[src/ucld_pkg.sv]
// Shared types, constants and prefix tables for the UART command line decoder.
`timescale 1ns / 1ps
`default_nettype none

package ucld_pkg;

    // Line buffer size and the width of the line position counter.
    localparam int LINE_BUF_BYTES = 128;
    localparam int POS_W          = $clog2(LINE_BUF_BYTES);

    // Character codes used by the framing and the parser.
    localparam logic [7:0] CHAR_AT    = 8'h40;
    localparam logic [7:0] CHAR_LF    = 8'h0A;
    localparam logic [7:0] CHAR_ONE   = 8'h31;
    localparam logic [7:0] CHAR_NINE  = 8'h39;
    localparam logic [7:0] CHAR_ZERO  = 8'h30;
    localparam logic [7:0] CHAR_PLUS  = 8'h2B;
    localparam logic [7:0] CHAR_MINUS = 8'h2D;

    // Largest magnitude the number parser keeps; it marks an out of range speed.
    localparam logic [6:0] MAG_SAT = 7'd101;

    // Result action codes.
    typedef enum logic [1:0] {
        ACT_PUMP  = 2'd0,
        ACT_VALVE = 2'd1,
        ACT_PIN9  = 2'd2
    } action_t;

    // One result item.
    typedef struct packed {
        action_t    action;
        logic [6:0] pump_speed;
        logic       switch_on;
    } result_t;

    // Expected byte of "@PUMP:" at a position below six.
    function automatic logic [7:0] pump_char(input logic [2:0] idx);
        logic [7:0] c;
        case (idx)
            3'd0:    c = 8'h40;
            3'd1:    c = 8'h50;
            3'd2:    c = 8'h55;
            3'd3:    c = 8'h4D;
            3'd4:    c = 8'h50;
            3'd5:    c = 8'h3A;
            default: c = 8'h00;
        endcase
        return c;
    endfunction

    // Expected byte of "@VALVE:" at a position below seven.
    function automatic logic [7:0] valve_char(input logic [2:0] idx);
        logic [7:0] c;
        case (idx)
            3'd0:    c = 8'h40;
            3'd1:    c = 8'h56;
            3'd2:    c = 8'h41;
            3'd3:    c = 8'h4C;
            3'd4:    c = 8'h56;
            3'd5:    c = 8'h45;
            3'd6:    c = 8'h3A;
            default: c = 8'h00;
        endcase
        return c;
    endfunction

    // Expected byte of "@OUT:" at a position below five.
    function automatic logic [7:0] out_char(input logic [2:0] idx);
        logic [7:0] c;
        case (idx)
            3'd0:    c = 8'h40;
            3'd1:    c = 8'h4F;
            3'd2:    c = 8'h55;
            3'd3:    c = 8'h54;
            3'd4:    c = 8'h3A;
            default: c = 8'h00;
        endcase
        return c;
    endfunction

endpackage

`default_nettype wire

[src/ucld_parse.sv]
// Line framing and on-the-fly command parser with its per-line state registers.
`timescale 1ns / 1ps
`default_nettype none

module ucld_parse
    import ucld_pkg::*;
(
    input  wire logic       aclk,
    input  wire logic       aresetn,
    input  wire logic       byte_take,
    input  wire logic [7:0] rx_byte,
    output logic            res_valid,
    output result_t         res_data
);

    typedef enum logic [1:0] {
        PH_SKIP   = 2'd0,
        PH_DIGITS = 2'd1,
        PH_STOP   = 2'd2
    } phase_t;

    localparam int CAND_PUMP  = 0;
    localparam int CAND_VALVE = 1;
    localparam int CAND_OUT   = 2;
    localparam logic [POS_W-1:0] POS_LAST = POS_W'(LINE_BUF_BYTES - 1);

    logic [POS_W-1:0] pos_reg, pos_next;
    logic [2:0]       cand_reg, cand_next;
    phase_t           phase_reg, phase_next;
    logic             neg_reg, neg_next;
    logic [6:0]       mag_reg, mag_next;
    logic             valve_one_reg, valve_one_next;
    logic             pin_nine_reg, pin_nine_next;
    logic             level_one_reg, level_one_next;

    logic [POS_W-1:0] pos_eff;
    logic             line_full;
    logic             is_digit;
    logic             is_space;
    logic [3:0]       digit_val;
    logic [10:0]      mag_acc;

    // Character classes and the decimal value of a digit byte.
    always_comb begin
        is_digit  = (rx_byte inside {[8'h30:8'h39]});
        is_space  = (rx_byte inside {8'h20, [8'h09:8'h0D]});
        digit_val = 4'(rx_byte - CHAR_ZERO);
    end

    // Position of this byte: an '@' always starts the line over.
    always_comb begin
        pos_eff   = (rx_byte == CHAR_AT) ? '0 : pos_reg;
        line_full = (pos_eff >= POS_LAST);
    end

    // Decode the byte against the line state, cleared first at position zero.
    always_comb begin
        logic [6:0] mag_base;
        mag_base = (pos_eff == '0) ? 7'd0 : mag_reg;
        if (pos_eff == '0) begin
            cand_next      = 3'b111;
            phase_next     = PH_SKIP;
            neg_next       = 1'b0;
            valve_one_next = 1'b0;
            pin_nine_next  = 1'b0;
            level_one_next = 1'b0;
        end else begin
            cand_next      = cand_reg;
            phase_next     = phase_reg;
            neg_next       = neg_reg;
            valve_one_next = valve_one_reg;
            pin_nine_next  = pin_nine_reg;
            level_one_next = level_one_reg;
        end
        mag_next = mag_base;
        mag_acc  = {1'b0, mag_base, 3'b000} + {3'b000, mag_base, 1'b0} + {7'd0, digit_val};

        // Prefix matching drops a command as soon as one byte differs.
        if (pos_eff < POS_W'(6) && rx_byte != pump_char(pos_eff[2:0])) begin
            cand_next[CAND_PUMP] = 1'b0;
        end
        if (pos_eff < POS_W'(7) && rx_byte != valve_char(pos_eff[2:0])) begin
            cand_next[CAND_VALVE] = 1'b0;
        end
        if (pos_eff < POS_W'(5) && rx_byte != out_char(pos_eff[2:0])) begin
            cand_next[CAND_OUT] = 1'b0;
        end

        // Number parsing from position six on.
        if (pos_eff >= POS_W'(6)) begin
            case (phase_next)
                PH_SKIP: begin
                    if (is_space) begin
                        phase_next = PH_SKIP;
                    end else if (rx_byte == CHAR_PLUS || rx_byte == CHAR_MINUS) begin
                        neg_next   = (rx_byte == CHAR_MINUS);
                        phase_next = PH_DIGITS;
                    end else if (is_digit) begin
                        phase_next = PH_DIGITS;
                        mag_next   = (mag_acc > 11'(MAG_SAT)) ? MAG_SAT : mag_acc[6:0];
                    end else begin
                        phase_next = PH_STOP;
                    end
                end
                PH_DIGITS: begin
                    if (is_digit) begin
                        mag_next = (mag_acc > 11'(MAG_SAT)) ? MAG_SAT : mag_acc[6:0];
                    end else begin
                        phase_next = PH_STOP;
                    end
                end
                default: begin
                    phase_next = PH_STOP;
                end
            endcase
        end

        // Fixed character positions of the valve and output commands.
        if (pos_eff == POS_W'(5)) begin
            pin_nine_next = (rx_byte == CHAR_NINE);
        end
        if (pos_eff == POS_W'(7)) begin
            valve_one_next = (rx_byte == CHAR_ONE);
            level_one_next = (rx_byte == CHAR_ONE);
        end

        // Next position: a full line drops the byte, a line end restarts.
        if (line_full || rx_byte == CHAR_LF) begin
            pos_next = '0;
        end else begin
            pos_next = pos_eff + POS_W'(1);
        end
    end

    // Command selection on the line end byte.
    always_comb begin
        res_valid           = 1'b0;
        res_data.action     = ACT_PUMP;
        res_data.pump_speed = 7'd0;
        res_data.switch_on  = 1'b0;
        if (!line_full && rx_byte == CHAR_LF) begin
            if (cand_next[CAND_PUMP]) begin
                res_valid           = (mag_next < MAG_SAT) && !(neg_next && mag_next != 7'd0);
                res_data.action     = ACT_PUMP;
                res_data.pump_speed = mag_next;
                res_data.switch_on  = (mag_next != 7'd0);
            end else if (cand_next[CAND_VALVE]) begin
                res_valid          = 1'b1;
                res_data.action    = ACT_VALVE;
                res_data.switch_on = valve_one_next;
            end else if (cand_next[CAND_OUT] && pin_nine_next) begin
                res_valid          = 1'b1;
                res_data.action    = ACT_PIN9;
                res_data.switch_on = level_one_next;
            end
        end
    end

    // State registers; a dropped byte only returns the position to zero.
    always_ff @(posedge aclk) begin
        if (!aresetn) begin
            pos_reg       <= '0;
            cand_reg      <= 3'b111;
            phase_reg     <= PH_SKIP;
            neg_reg       <= 1'b0;
            mag_reg       <= 7'd0;
            valve_one_reg <= 1'b0;
            pin_nine_reg  <= 1'b0;
            level_one_reg <= 1'b0;
        end else if (byte_take) begin
            pos_reg <= pos_next;
            if (!line_full) begin
                cand_reg      <= cand_next;
                phase_reg     <= phase_next;
                neg_reg       <= neg_next;
                mag_reg       <= mag_next;
                valve_one_reg <= valve_one_next;
                pin_nine_reg  <= pin_nine_next;
                level_one_reg <= level_one_next;
            end
        end
    end

`ifndef ASSERT_OFF
    // A line end always returns the position to the start of a line.
    assert property (@(posedge aclk) disable iff (!aresetn)
        byte_take && rx_byte == CHAR_LF |=> pos_reg == '0)
        else $error("position not cleared after line end");

    // The stored magnitude never passes the saturation value.
    assert property (@(posedge aclk) disable iff (!aresetn)
        mag_reg <= MAG_SAT)
        else $error("number magnitude above saturation");

    // A result only comes from a line end byte that was not dropped.
    assert property (@(posedge aclk) disable iff (!aresetn)
        res_valid |-> rx_byte == CHAR_LF && !line_full)
        else $error("result without a line end");

    // A pump result always carries an in-range speed.
    assert property (@(posedge aclk) disable iff (!aresetn)
        res_valid && res_data.action == ACT_PUMP |-> res_data.pump_speed <= 7'd100)
        else $error("pump speed out of range");
`endif

endmodule

`default_nettype wire

[src/ucld_out_buf.sv]
// Two-entry result buffer: output register plus a skid register.
`timescale 1ns / 1ps
`default_nettype none

module ucld_out_buf
    import ucld_pkg::*;
(
    input  wire logic    aclk,
    input  wire logic    aresetn,
    input  wire logic    push,
    input  wire result_t push_data,
    output logic         space_ok,
    output logic         out_valid,
    input  wire logic    out_ready,
    output result_t      out_data
);

    logic    out_valid_reg, out_valid_next;
    logic    skid_valid_reg, skid_valid_next;
    result_t out_data_reg, out_data_next;
    result_t skid_data_reg, skid_data_next;
    logic    pop;

    assign pop       = out_valid_reg && out_ready;
    assign space_ok  = !skid_valid_reg;
    assign out_valid = out_valid_reg;
    assign out_data  = out_data_reg;

    // Refill the output register from the skid entry or from a new transfer.
    always_comb begin
        out_valid_next  = out_valid_reg;
        skid_valid_next = skid_valid_reg;
        out_data_next   = out_data_reg;
        skid_data_next  = skid_data_reg;
        if (pop) begin
            if (skid_valid_reg) begin
                out_data_next   = skid_data_reg;
                skid_valid_next = 1'b0;
            end else if (push) begin
                out_data_next = push_data;
            end else begin
                out_valid_next = 1'b0;
            end
        end else if (push) begin
            if (!out_valid_reg) begin
                out_data_next  = push_data;
                out_valid_next = 1'b1;
            end else begin
                skid_data_next  = push_data;
                skid_valid_next = 1'b1;
            end
        end
    end

    always_ff @(posedge aclk) begin
        if (!aresetn) begin
            out_valid_reg  <= 1'b0;
            skid_valid_reg <= 1'b0;
        end else begin
            out_valid_reg  <= out_valid_next;
            skid_valid_reg <= skid_valid_next;
        end
        out_data_reg  <= out_data_next;
        skid_data_reg <= skid_data_next;
    end

`ifndef ASSERT_OFF
    // The skid entry is only ever behind a full output register.
    assert property (@(posedge aclk) disable iff (!aresetn)
        skid_valid_reg |-> out_valid_reg)
        else $error("skid entry without output entry");

    // No push arrives while both entries are full.
    assert property (@(posedge aclk) disable iff (!aresetn)
        push |-> !skid_valid_reg)
        else $error("push into a full buffer");

    // A waiting skid entry moves up when the output is taken.
    assert property (@(posedge aclk) disable iff (!aresetn)
        pop && skid_valid_reg |=> out_valid_reg && out_data_reg == $past(skid_data_reg))
        else $error("skid entry lost on output transfer");
`endif

endmodule

`default_nettype wire

[src/uart_command_line_decoder_top.sv]
// Top level of the UART command line decoder.
`timescale 1ns / 1ps
`default_nettype none

// Takes one received UART byte per transfer on the s_ channel and frames the
// bytes into lines: '@' restarts a line, '\n' ends it, and a line longer than
// LINE_BUF_BYTES-1 bytes drops the byte and starts over. Each line is decoded
// as it streams in as @PUMP:n, @VALVE:c or @OUT:9?c, and a line end that
// matches a command gives one result transfer on the m_ channel (action,
// pump_speed, switch_on). Every byte is decoded in the cycle it is accepted
// and the parser state registers update at that edge, so one byte is taken
// per clock cycle while s_ready is high. The result lands in an output
// register backed by a skid register; s_ready drops only when both hold
// results that the sink has not taken, and m_valid shows the output register.
module uart_command_line_decoder_top
    import ucld_pkg::*;
(
    input  wire logic       aclk,
    input  wire logic       aresetn,
    input  wire logic       s_valid,
    output logic            s_ready,
    input  wire logic [7:0] s_rx_byte,
    output logic            m_valid,
    input  wire logic       m_ready,
    output logic [1:0]      m_action,
    output logic [6:0]      m_pump_speed,
    output logic            m_switch_on
);

    logic    byte_take;
    logic    res_valid;
    result_t res_data;
    result_t out_data;

    assign byte_take = s_valid && s_ready;

    // Framing and command decode of each accepted byte.
    ucld_parse u_parse (
        .aclk      (aclk),
        .aresetn   (aresetn),
        .byte_take (byte_take),
        .rx_byte   (s_rx_byte),
        .res_valid (res_valid),
        .res_data  (res_data)
    );

    // Result register with skid entry.
    ucld_out_buf u_out_buf (
        .aclk      (aclk),
        .aresetn   (aresetn),
        .push      (byte_take && res_valid),
        .push_data (res_data),
        .space_ok  (s_ready),
        .out_valid (m_valid),
        .out_ready (m_ready),
        .out_data  (out_data)
    );

    assign m_action     = out_data.action;
    assign m_pump_speed = out_data.pump_speed;
    assign m_switch_on  = out_data.switch_on;

endmodule

`default_nettype wire

[config.mk]
export PLATFORM = sky130hd
export DESIGN_NAME = uart_command_line_decoder_top
export DESIGN_NICKNAME = d
export VERILOG_FILES = /design/src/ucld_pkg.sv /design/src/ucld_parse.sv /design/src/ucld_out_buf.sv /design/src/uart_command_line_decoder_top.sv
export SDC_FILE = /design/constraint.sdc
export NUM_CORES = 1
export LEC_CHECK = 0
export ABC_AREA = 1
export BUFFER_PORTS_ARGS = -buffer_cell sky130_fd_sc_hd__buf_2
export CAP_MARGIN = 40
export CORE_MARGIN = 3
export CORE_UTILIZATION = 55
export CTS_CLUSTER_DIAMETER = 200
export DETAILED_ROUTE_END_ITERATION = 10
export GPL_TIMING_DRIVEN = 0
export PLACE_DENSITY = 0.79
export SETUP_SLACK_MARGIN = 0.05
export SLEW_MARGIN = 0
export SYNTH_ARGS = -nofsm -noshare
export SYNTH_HDL_FRONTEND = slang
export SYNTH_SLANG_ARGS = --single-unit
[constraint.sdc]
create_clock -name aclk -period 5.9 [get_ports aclk]
set_clock_uncertainty 0.05 [all_clocks]
set_input_delay 1.18 -clock aclk [delete_from_list [all_inputs] [get_ports aclk]]
set_output_delay 1.18 -clock aclk [all_outputs]
set_load 0.05 [all_outputs]
==> impl_metrics.toml <==
[die]
rows = 29
chipWidth_um = 87.9
start_util_pct = 57.5
ioPinCount = 24
die_h_um = 87.9
die_area_um2 = 7730
core_um2 = 6420

[layout]
nNetsFinal = 598
drive_gt1_share_pct = 23.8
area_delta_synth_final_pct = 16.0
mostFrequentLayoutCells = "99 x nand2_1, 61 x inv_1, 58 x nor2_1, 31 x o21ai_0, 28 x nand3_1"
layout_commonest_cell = "nand2_1"
antennaDiodeCount = 0

[clock_network]
cts_tree = "built"
ctsHoldBuffers = 0
clk_pin_slew_ns = 0.08
cts_buffers = 5
clk_latency_ns = 0.30
htree_levels = 2
clock_path_buffers = 2
cts_root_buf = "clkbuf_8"
cts_num_sinks = 45

[global_route]
overflow = 0
grt_usage_pct = 23.7
grt_pass1_vias = 3287
antenna_found_initial = 0
grt_pass1_wl_mm = 14.7
grt_max_degree = 15

[setup_path]
critPathKind = "in2reg"
cp-end-kind = "register"
r2r_slack_ns = 1.38
start_kind = "input port"
critical_path.max_stage_delay_ns = 0.39
ff2ff_path_depth = 33
crit_path_top_delay_cell = "ha_1"
cp.arrival_ns = 5.50
crit_top_cell = "nand2_1"
cp_max_fo = 7
cp.required_ns = 5.88

[yosys]
postSynthAreaPerCell_um2 = 7.06
synth_fp_nets = 554
yosys_warnings = 0
ys_seq_area_share_pct = 29.8
synth_cell_type_count = 48
netlist_instances = 523
netlist_area_um2 = 3690
synth_seq_cells = 45

[power_and_ir_drop]
powerDensity_nw_per_um2 = 199
peakVddDrop_uv = 86.7
p_total_mw = 0.854
leakagePower_nw = 2.02

[timing]
worstMarginPinSlew_ns = 0.821
timing.hold.ws_ns = 0.423
final.setup.worst_slack_ns = 0.377
finalHoldViolCount = 0
slew_violations = 0
setup-violations-final = 0
timing.final.crit_share_pct = 93.6
fmax_mhz = 181
tns_ns = 0
slew_headroom_pct = 44.9
fin_crit_ns = 5.52

[drt]
drtIter0Drc = 193
wl_mm = 9.05
viasPerCell = 5.58
drtAntennaViolNets = 0
vias = 3601
post_drt_wl_per_cell_um = 14.0
drc_errors = 0
drt_first_pass_iters = 5

[placed_design]
port_buffers = 22
place_ws_ns = -0.811
gp_congestion = 0.900
dp.final_hpwl_mm = 6.80

[run]
drv_cap = 0

[hold_path]
hold_path_depth = 2
hold_path.class = "reg2reg"

[outcome]
outcome = "complete, no violations"
## Yosys cell counts, drive strengths merged
cell    count  share of area (%)
nand2     118                 14
clkbuf      2               0.20
o211ai      9                1.8
dfxtp      25                 14
nand3      35                5.6
fa          1               0.54
a31o        1               0.24
o21ai      47                7.0
nor4        1               0.17
a221oi      1               0.24
buf         5                1.3
ha         18                6.1
a32o        1               0.27
xnor2       2               0.47
a22oi       3               0.61
a22o        1               0.24
a31oi       5               0.85
edfxtp     20                 16
nor3        9                1.6
clkinv      3               0.34
nand4       9                1.5
o31ai       1               0.58
xor2       10                2.4
a21oi      31                4.7
nor2       77                9.6
o21bai      3               0.61
nand3b      1               0.20
a211oi      1               0.20
inv        82                8.4
a21boi      1               0.31
## critical path: cells and delay by family
family / cells / cell delay, ns
AO/OA/AOI/OAI: 3 / 0.53
adder cells (fa/ha/maj): 3 / 0.75
buffers and inverters: 7 / 0.84
AND/OR/NAND/NOR: 24 / 2.17
## kinds of logic (layout without fill, tap and decap cells)
| group | Yosys count | in the layout | synth area share, % |
|---|---|---|---|
| buffers and inverters | 92 | 137 | 10.2 |
| adders and majority gates | 19 | 19 | 6.65 |
| DFF | 45 | 45 | 29.8 |
| and+or+nand+nor | 250 | 250 | 32.8 |
| AOI/OAI and AO/OA | 105 | 105 | 17.7 |
| xor gates and xnor gates | 12 | 12 | 2.85 |
## path summary, 6_finish.rpt
check | from | to
min | u_parse.pos_reg[1] | u_parse.pos_reg[1]
max | s_rx_byte[2] | u_out_buf.out_data[0]
min reg2reg | u_parse.pos_reg[1] | u_parse.pos_reg[1]
max reg2reg | u_parse.pos_reg[1] | u_out_buf.out_data[0]
## report_power, final
| part | internal (mW) | switching [mW] | total (mW) |
|---|---|---|---|
| registers | 0.334 | 0.0102 | 0.344 |
| clock network | 0.125 | 0.107 | 0.232 |
| logic | 0.102 | 0.176 | 0.278 |
| total | 0.560 | 0.293 | 0.854 |
## per-layer routing
metal	up-vias	routed length, um	track usage (%)
li1	1810	-	-
met4	0	157	8.51
met1	1677	3960	29.8
met2	98	4530	41.4
met3	16	400	3.10
met5	-	0	0
## stage by stage
stage               area (um2)  instances  util (%)
floorplan                 3690        523         -
global placement          3900        622      60.7
detailed placement        3900        622      60.7
CTS                       4080        633      63.5
global route              4280        645      66.6
finish                    4280        645      66.6
## layout make-up
| type | count | area (um2) |
|---|---|---|
| repair buffers | 37 | 268 |
| fillers | 555 | 2140 |
| clock inverters | 3 | 41.3 |
| well taps | 77 | 96.3 |
| clock buffers | 5 | 68.8 |
| plain buffers | 7 | 53.8 |
| flip-flops and latches | 45 | 1100 |
| inverters | 85 | 338 |
| multi-input cells | 386 | 2310 |
## repair_timing
| action | 4_1_cts | 5_1_grt |
|---|---|---|
| setup buffers | 3 | 11 |
| endpoints found under the setup margin | 20 | 23 |
| cloned | 0 | 1 |
| hold endpoints to repair | 0 | 0 |
| pin swaps | 3 | 12 |
| gates resized for setup | 6 | 30 |
Power figures use the tool's default switching activity.
